$ cat src/rtl/core/vsg_pkg.sv
package vsg_pkg;

   localparam int SAMPLE_PERIOD_NS = 100000;
   localparam int BASE_FREQ_HZ     = 50;
   localparam int LPF_GAIN_Q8      = 256;
   localparam int HPF_GAIN_Q8      = 256;

   localparam int REQ_W = 168;
   localparam int RSP_W = 160;

   typedef logic signed [63:0] word_type;
   typedef logic signed [48:0] bop_type;
   typedef logic signed [31:0] s32_type;
   typedef logic signed [18:0] s19_type;
   typedef logic signed [15:0] s16_type;
   typedef logic [30:0]        angle_type;
   typedef logic signed [32:0] cval_type;
   typedef logic signed [34:0] zval_type;

   localparam int MUL_ITER = 48;
   localparam int DIV_ITER = 64;

   localparam longint TWO_PI_Q28_L  = 64'd1686629713;
   localparam angle_type TWO_PI_Q28 = 31'(TWO_PI_Q28_L);

   localparam zval_type HALF_PI_Q30       = 35'sd1686629713;
   localparam zval_type PI_Q30            = 35'sd3373259426;
   localparam zval_type THREE_HALF_PI_Q30 = 35'sd5059889139;
   localparam zval_type TWO_PI_Q30        = 35'sd6746518852;
   localparam cval_type CORDIC_GAIN_Q30   = 33'sd652032874;

   localparam bop_type INV_SQRT3_Q16    = 49'sd37837;
   localparam bop_type VOLT_PU_Q32      = 49'sd13150598;
   localparam bop_type BASE_AMP_X64_Q16 = 49'sd171231622;
   localparam bop_type W_SCALE    = bop_type'(longint'(BASE_FREQ_HZ) * TWO_PI_Q28_L);
   localparam bop_type INC_SCALE  = bop_type'(longint'(SAMPLE_PERIOD_NS) * 64'd4194304);
   localparam bop_type SAMPLE_B   = bop_type'(SAMPLE_PERIOD_NS);
   localparam bop_type NS_PER_S   = 49'sd1000000000;
   localparam bop_type LPF_B      = bop_type'(LPF_GAIN_Q8);
   localparam bop_type HPF_B      = bop_type'(HPF_GAIN_Q8);
   localparam bop_type D625       = 49'sd625;
   localparam bop_type D625_Q16   = 49'sd40960000;

   localparam word_type ONE_PU  = 64'sd65536;
   localparam word_type P19_MIN = -64'sd262144;
   localparam word_type P19_MAX = 64'sd262143;
   localparam word_type S16_MIN = -64'sd32768;
   localparam word_type S16_MAX = 64'sd32767;
   localparam word_type U16_MAX = 64'sd65535;
   localparam word_type S32_MIN = -64'sd2147483648;
   localparam word_type S32_MAX = 64'sd2147483647;
   localparam word_type LIM24   = 64'sd16777216;

   typedef enum logic {MD_MUL, MD_DIV} md_op_type;

   typedef struct packed {
      logic      start;
      md_op_type op;
   } md_cmd_type;

   typedef enum logic [1:0] {ST_IDLE, ST_EXEC, ST_WAIT, ST_SEND} state_type;

   typedef enum logic [3:0] {
      CSR_DROOP, CSR_INERTIA, CSR_RKP, CSR_AKI, CSR_RKI, CSR_RV, CSR_XV, CSR_RATIO
   } csr_index_type;

   typedef enum logic [5:0] {
      SP_00, SP_01, SP_02, SP_03, SP_04, SP_05, SP_06, SP_07, SP_08, SP_09,
      SP_10, SP_11, SP_12, SP_13, SP_14, SP_15, SP_16, SP_17, SP_18, SP_19,
      SP_20, SP_21, SP_22, SP_23, SP_24, SP_25, SP_26, SP_27, SP_28, SP_29,
      SP_30, SP_31, SP_32, SP_33, SP_34, SP_35, SP_36, SP_37, SP_38, SP_39,
      SP_40, SP_41, SP_42, SP_43
   } step_type;

   function automatic word_type sat(word_type v, word_type lo, word_type hi);
      word_type r;
      r = v;
      if (v < lo) r = lo;
      else if (v > hi) r = hi;
      return r;
   endfunction

   // round half up shift
   function automatic word_type rshr(word_type v, int s);
      word_type h;
      h = word_type'(1) <<< (s - 1);
      return (v + h) >>> s;
   endfunction

   function automatic zval_type atan_q30(logic [4:0] i);
      zval_type r;
      case (i)
         5'd0:  r = 35'sh03243F6A8;
         5'd1:  r = 35'sh01DAC6705;
         5'd2:  r = 35'sh00FADBAFC;
         5'd3:  r = 35'sh007F56EA6;
         5'd4:  r = 35'sh003FEAB76;
         5'd5:  r = 35'sh001FFD55B;
         5'd6:  r = 35'sh000FFFAAA;
         5'd7:  r = 35'sh0007FFF55;
         5'd8:  r = 35'sh0003FFFEA;
         5'd9:  r = 35'sh0001FFFFD;
         5'd10: r = 35'sh0000FFFFF;
         5'd11: r = 35'sh00007FFFF;
         5'd12: r = 35'sh00003FFFF;
         5'd13: r = 35'sh00001FFFF;
         5'd14: r = 35'sh00000FFFF;
         5'd15: r = 35'sh000007FFF;
         5'd16: r = 35'sh000003FFF;
         5'd17: r = 35'sh000001FFF;
         5'd18: r = 35'sh000000FFF;
         5'd19: r = 35'sh0000007FF;
         5'd20: r = 35'sh0000003FF;
         5'd21: r = 35'sh0000001FF;
         5'd22: r = 35'sh0000000FF;
         5'd23: r = 35'sh00000007F;
         default: r = '0;
      endcase
      return r;
   endfunction

endpackage

$ cat src/rtl/core/vsg_muldiv.sv
module vsg_muldiv (
   input  logic                clock,
   input  logic                reset,
   input  vsg_pkg::md_cmd_type cmd,
   input  vsg_pkg::word_type   a,
   input  vsg_pkg::bop_type    b,
   output logic                done,
   output vsg_pkg::word_type   result
);

   logic                busy_ff, busy_in;
   logic                fin_ff, fin_in;
   logic                done_ff, done_in;
   vsg_pkg::md_op_type  op_ff, op_in;
   logic [5:0]          cnt_ff, cnt_in;
   logic                neg_ff, neg_in;
   vsg_pkg::word_type   p_ff, p_in;
   vsg_pkg::word_type   s_ff, s_in;
   logic [47:0]         mb_ff, mb_in;
   logic [47:0]         rem_ff, rem_in;
   vsg_pkg::word_type   res_ff, res_in;

   vsg_pkg::word_type   m_sum;
   vsg_pkg::bop_type    b_mag;
   logic [48:0]         trial;
   logic                ge;

   always_comb begin
      m_sum   = a + vsg_pkg::word_type'(b >>> 1);
      b_mag   = b[48] ? -b : b;
      trial   = {rem_ff, s_ff[63]};
      ge      = (trial >= {1'b0, mb_ff});
      busy_in = busy_ff;
      fin_in  = fin_ff;
      done_in = 1'b0;
      op_in   = op_ff;
      cnt_in  = cnt_ff;
      neg_in  = neg_ff;
      p_in    = p_ff;
      s_in    = s_ff;
      mb_in   = mb_ff;
      rem_in  = rem_ff;
      res_in  = res_ff;
      if (cmd.start) begin
         op_in   = cmd.op;
         busy_in = 1'b1;
         fin_in  = 1'b0;
         p_in    = '0;
         rem_in  = '0;
         if (cmd.op == vsg_pkg::MD_MUL) begin
            cnt_in = 6'(vsg_pkg::MUL_ITER - 1);
            s_in   = b[48] ? -a : a;
            mb_in  = 48'(b_mag);
         end else begin
            cnt_in = 6'(vsg_pkg::DIV_ITER - 1);
            neg_in = m_sum[63];
            s_in   = m_sum[63] ? -m_sum : m_sum;
            mb_in  = 48'(b);
         end
      end else if (fin_ff) begin
         fin_in  = 1'b0;
         busy_in = 1'b0;
         done_in = 1'b1;
         if (op_ff == vsg_pkg::MD_MUL) res_in = p_ff;
         else if (neg_ff) res_in = -(s_ff + vsg_pkg::word_type'(rem_ff != '0));
         else res_in = s_ff;
      end else if (busy_ff) begin
         if (op_ff == vsg_pkg::MD_MUL) begin
            if (mb_ff[0]) p_in = p_ff + s_ff;
            s_in  = s_ff <<< 1;
            mb_in = mb_ff >> 1;
         end else begin
            rem_in = ge ? 48'(trial - {1'b0, mb_ff}) : 48'(trial);
            s_in   = {s_ff[62:0], ge};
         end
         if (cnt_ff == '0) fin_in = 1'b1;
         else cnt_in = cnt_ff - 6'd1;
      end
   end

   always_ff @(posedge clock) begin
      if (reset) begin
         busy_ff <= 1'b0;
         fin_ff  <= 1'b0;
         done_ff <= 1'b0;
      end else begin
         busy_ff <= busy_in;
         fin_ff  <= fin_in;
         done_ff <= done_in;
      end
      op_ff  <= op_in;
      cnt_ff <= cnt_in;
      neg_ff <= neg_in;
      p_ff   <= p_in;
      s_ff   <= s_in;
      mb_ff  <= mb_in;
      rem_ff <= rem_in;
      res_ff <= res_in;
   end

   assign done   = done_ff;
   assign result = res_ff;

`ifndef ASSERT_OFF
   a_no_restart : assert property (@(posedge clock) disable iff (reset)
      cmd.start |-> !busy_ff) else $error("muldiv started while busy");
   a_done_idle : assert property (@(posedge clock) disable iff (reset)
      done_ff |-> !busy_ff) else $error("muldiv done while busy");
   a_fin_done : assert property (@(posedge clock) disable iff (reset)
      (fin_ff && !cmd.start) |=> done_ff) else $error("muldiv missed done");
`endif

endmodule

$ cat config.mk
export PLATFORM = sky130hd
export DESIGN_NAME = vsg_muldiv
export DESIGN_NICKNAME = d
export VERILOG_FILES = /design/src/rtl/core/vsg_pkg.sv /design/src/rtl/core/vsg_muldiv.sv
export SDC_FILE = /design/constraint.sdc
export NUM_CORES = 1
export LEC_CHECK = 0
export BUFFER_PORTS_ARGS = -buffer_cell sky130_fd_sc_hd__buf_4
export CELL_PAD_IN_SITES_DETAIL_PLACEMENT = 0
export CELL_PAD_IN_SITES_GLOBAL_PLACEMENT = 1
export CORE_ASPECT_RATIO = 2
export CORE_MARGIN = 1
export CORE_UTILIZATION = 40
export CTS_CLUSTER_SIZE = 14
export DETAILED_ROUTE_END_ITERATION = 8
export PLACE_DENSITY_LB_ADDON = 0.25
export SLEW_MARGIN = 20
export SYNTH_ARGS = -nofsm -noshare
export SYNTH_HDL_FRONTEND = slang
export SYNTH_SLANG_ARGS = --single-unit
$ cat constraint.sdc
create_clock -name clock -period 5 [get_ports clock]
set_input_delay 0.5 -clock clock [delete_from_list [all_inputs] [get_ports clock]]
set_output_delay 0.5 -clock clock [all_outputs]
set_load 0.02 [all_outputs]
==> impl_metrics.toml <==
[yosys]
syn_nets = 4397
syn_area_sq_um = 31200
synthCells = 4034
synth_flop_cell = "edfxtp_1"
synth_xor_area_share_pct = 9.82
synth-simple-area-share_pct = 19.3
synth_compound_area_share_pct = 28.5
yosysUniqueCellTypes = 96
async_flop_share_pct = 0
synthAdderAreaFrac_pct = 9.94
synth_area_per_cell_sq_um = 7.74
ys_ff_latch = 299
synth_warnings = 0
synth_edf_count = 184
ys_seq_area_share_pct = 25.1
synthMuxAreaShare_pct = 2.58
synth_top_family_by_area = "compound AO/OA/AOI/OAI gates"

[final_layout]
drive_gt1_share_pct = 19.5
design_area_sq_um = 38900
seq_area_sq_um = 7830
multi_input_area_sq_um = 22200
syn2layout_area_growth_pct = 24.6
final_cell_mix = "buf_4, a21oi_1, nand2_1"
finish.net_count = 4981
fillers = 7898
mostFrequentLayoutCell = "buf_4"

[die]
boundaryPins = 182
rows = 144
coreArea_sq_um = 77100
die_h_um = 397
dieArea_sq_um = 79200
die_w_um = 200
start_util_pct = 40.5

[power_and_ir_drop]
clkPwrFrac_pct = 21.4
swShare_pct = 41.9
ir_drop_mv = 0.275
power_frac_seq_pct = 26.6
power_w = 0.0118
p_sw_w = 0.00495
p_int_w = 0.00685
powerDensity_nw_per_um2 = 303
combPwrFrac_pct = 52.1
leakagePower_nw = 17.2

[place]
place_congestion = 1.09
place.port_buffers = 181
place_ws_ps = -1250
dp_hpwl_mm = 116
place_area_sq_um = 37600

[timing]
setup_ws_ps = 125
fin_skew_ps = 19.5
setup_viol = 0
slew_viol_final = 0
max_freq_mhz = 205
slew_headroom_pct = 28.3
fin_crit_ps = 4880
tightest_slew_ps = 1080
hold_violations = 0
setup_tns_ps = 0
min_period_over_period_pct = 97.5
timing.hold.ws_ps = 43.1

[cts]
cts.clk_slew.worst_paths_ps = 70
root_buffer = "clkbuf_16"
cts_inserted_buffers = 31
h-tree-depth = 1
cts.sinks = 299
cts_buffer_depth = 3
cts_tree = "yes"
clk_latency_ps = 650

[grt]
track_usage_pct = 35.2
antenna_found_initial = 9
grt-ovfl-total = 0
grt_max_degree = 89
grt_pass1_wl_mm = 205
grt_pass1_vias = 33950

[critical_path]
cp.required_ps = 5370
worst-path-max-fanout = 4
critPathKind = "reg2reg"
crit_path_end_kind = "register"
startpoint_type = "register"
crit_arrival_ps = 5240

[detailed_routing]
wl_mm = 141
via_per_inst = 5.89
num_vias = 33430
drcViolationCount = 0
drtPass1Iterations = 6
initialDrtViolationCount = 1474
ant_nets = 0
routedWlPerCell_um = 24.8

[job]
maxCapViolCount = 0

[outcome]
status = "finished clean"

[worst_hold_path]
min_path_type = "in2reg"
worst max-delay path, stage by stage, from the launching register on:
cell and delay [ps]:
dfxtp_2 340, nor4_4 340, nand4_1 340, nor3_2 380, buf_4 180, ha_4 130, ha_4 140, inv_1 40
ha_1 180, o21ba_2 220, o21ai_2 150, a21oi_2 80, a21oi_2 140, buf_4 150, o211ai_1 210, o211ai_1 290
a21oi_2 150, o31a_1 300, o21ai_0 180, buf_4 150, a21oi_1 70, xnor2_1 140, mux2i_1 210, a21oi_1 100
path summary, 6_finish.rpt:
path / endpoint / start / slack, ps / cells after the start
max: result[57] / rem_ff[26] / 120 / 23
min: done / reset / 40 / 2
min reg2reg: p_ff[5] / p_ff[5] / 480 / 2
max reg2reg: result[57] / rem_ff[26] / 120 / 23
synthesized netlist by cell type (all sizes together) (16+ instances only):
| cell type | instances | area [sq um] |
|---|---|---|
| a21oi | 489 | 2450 |
| nand2 | 386 | 1450 |
| nor2 | 345 | 1300 |
| o21ai | 274 | 1370 |
| ha | 243 | 3040 |
| xnor2 | 191 | 1670 |
| edfxtp | 184 | 5530 |
| clkbuf | 181 | 681 |
| a21o | 176 | 1320 |
| inv | 175 | 657 |
| xor2 | 159 | 1390 |
| dfxtp | 115 | 2300 |
| nand3 | 91 | 455 |
| mux2i | 76 | 761 |
| nor3 | 75 | 380 |
| a211oi | 66 | 500 |
| nand4 | 66 | 413 |
| o211ai | 58 | 440 |
| a31oi | 52 | 332 |
| and3 | 46 | 288 |
| o31ai | 43 | 328 |
| o21a | 41 | 308 |
| or3 | 41 | 257 |
| nor2b | 40 | 250 |
| nand2b | 33 | 206 |
| nor4 | 33 | 221 |
| o21bai | 31 | 233 |
| buf | 30 | 134 |
| and2 | 29 | 181 |
| or2 | 22 | 138 |
| o41ai | 21 | 191 |
| or4 | 21 | 161 |
| o221ai | 16 | 140 |
routing by layer:
| metal | track usage (%) | vias to the layer above | part of all wire [%] |
|---|---|---|---|
| met5 | 0 | - | 0.026 |
| met3 | 5.46 | 502 | 4.5 |
| met1 | 30.0 | 15891 | 31 |
| met2 | 66.3 | 992 | 52 |
| met4 | 36.0 | 6 | 12 |
| li1 | - | 16039 | - |
sequential cells by signal, indices dropped and copies added, names as in the netlist:
signal	flops
done	1
mb_ff	48
neg_ff	1
cnt_ff	6
result	64
rem_ff	48
busy_ff	1
op_ff	1
p_ff	64
s_ff	64
fin_ff	1
final cells by class:
cell class,instances,area share [%]
Antenna cell,7,0.0450
Clock buffer,42,2.15
Clock inverter,15,0.479
Inverter,177,1.71
Multi-Input combinational cell,3347,57.0
Sequential cell,299,20.1
Tap cell,1022,3.29
Timing Repair Buffer,762,15.2
power by group through the flow:
stage                     combinational (W)  clock [W]  sequential (W)
after global routing                0.00661    0.00261         0.00315
after CTS                           0.00601    0.00255         0.00312
after global placement              0.00594          0         0.00317
after floorplan                     0.00363          0         0.00306
final                               0.00614    0.00252         0.00313
after detailed placement            0.00595          0         0.00317
metrics by stage:
| step | instances | util, % |
|---|---|---|
| floorplan | 4034 | - |
| global placement | 5605 | 48.8 |
| detailed placement | 5606 | 48.8 |
| CTS | 5663 | 50.3 |
| global route | 5668 | 50.4 |
| finish | 5671 | 50.4 |
timing repair:
action                     4_1_cts  5_1_grt
hold buffers                     0        0
hold endpoints to repair         0        0
setup endpoints to repair       23       33
buffers inserted                 0        1
resized for setup               17       26
pin swaps                        2       11
cell families (layout without fill, tap and decap cells):
kind of cell	Yosys count	in the layout
simple gates	1265	1265
xor+xnor	350	350
flops	299	299
buf+inv	388	996
other cells	0	7
mux	80	80
fa+ha+maj	246	246
compound gates	1406	1406
No activity file was read; power rests on OpenSTA's default activity.
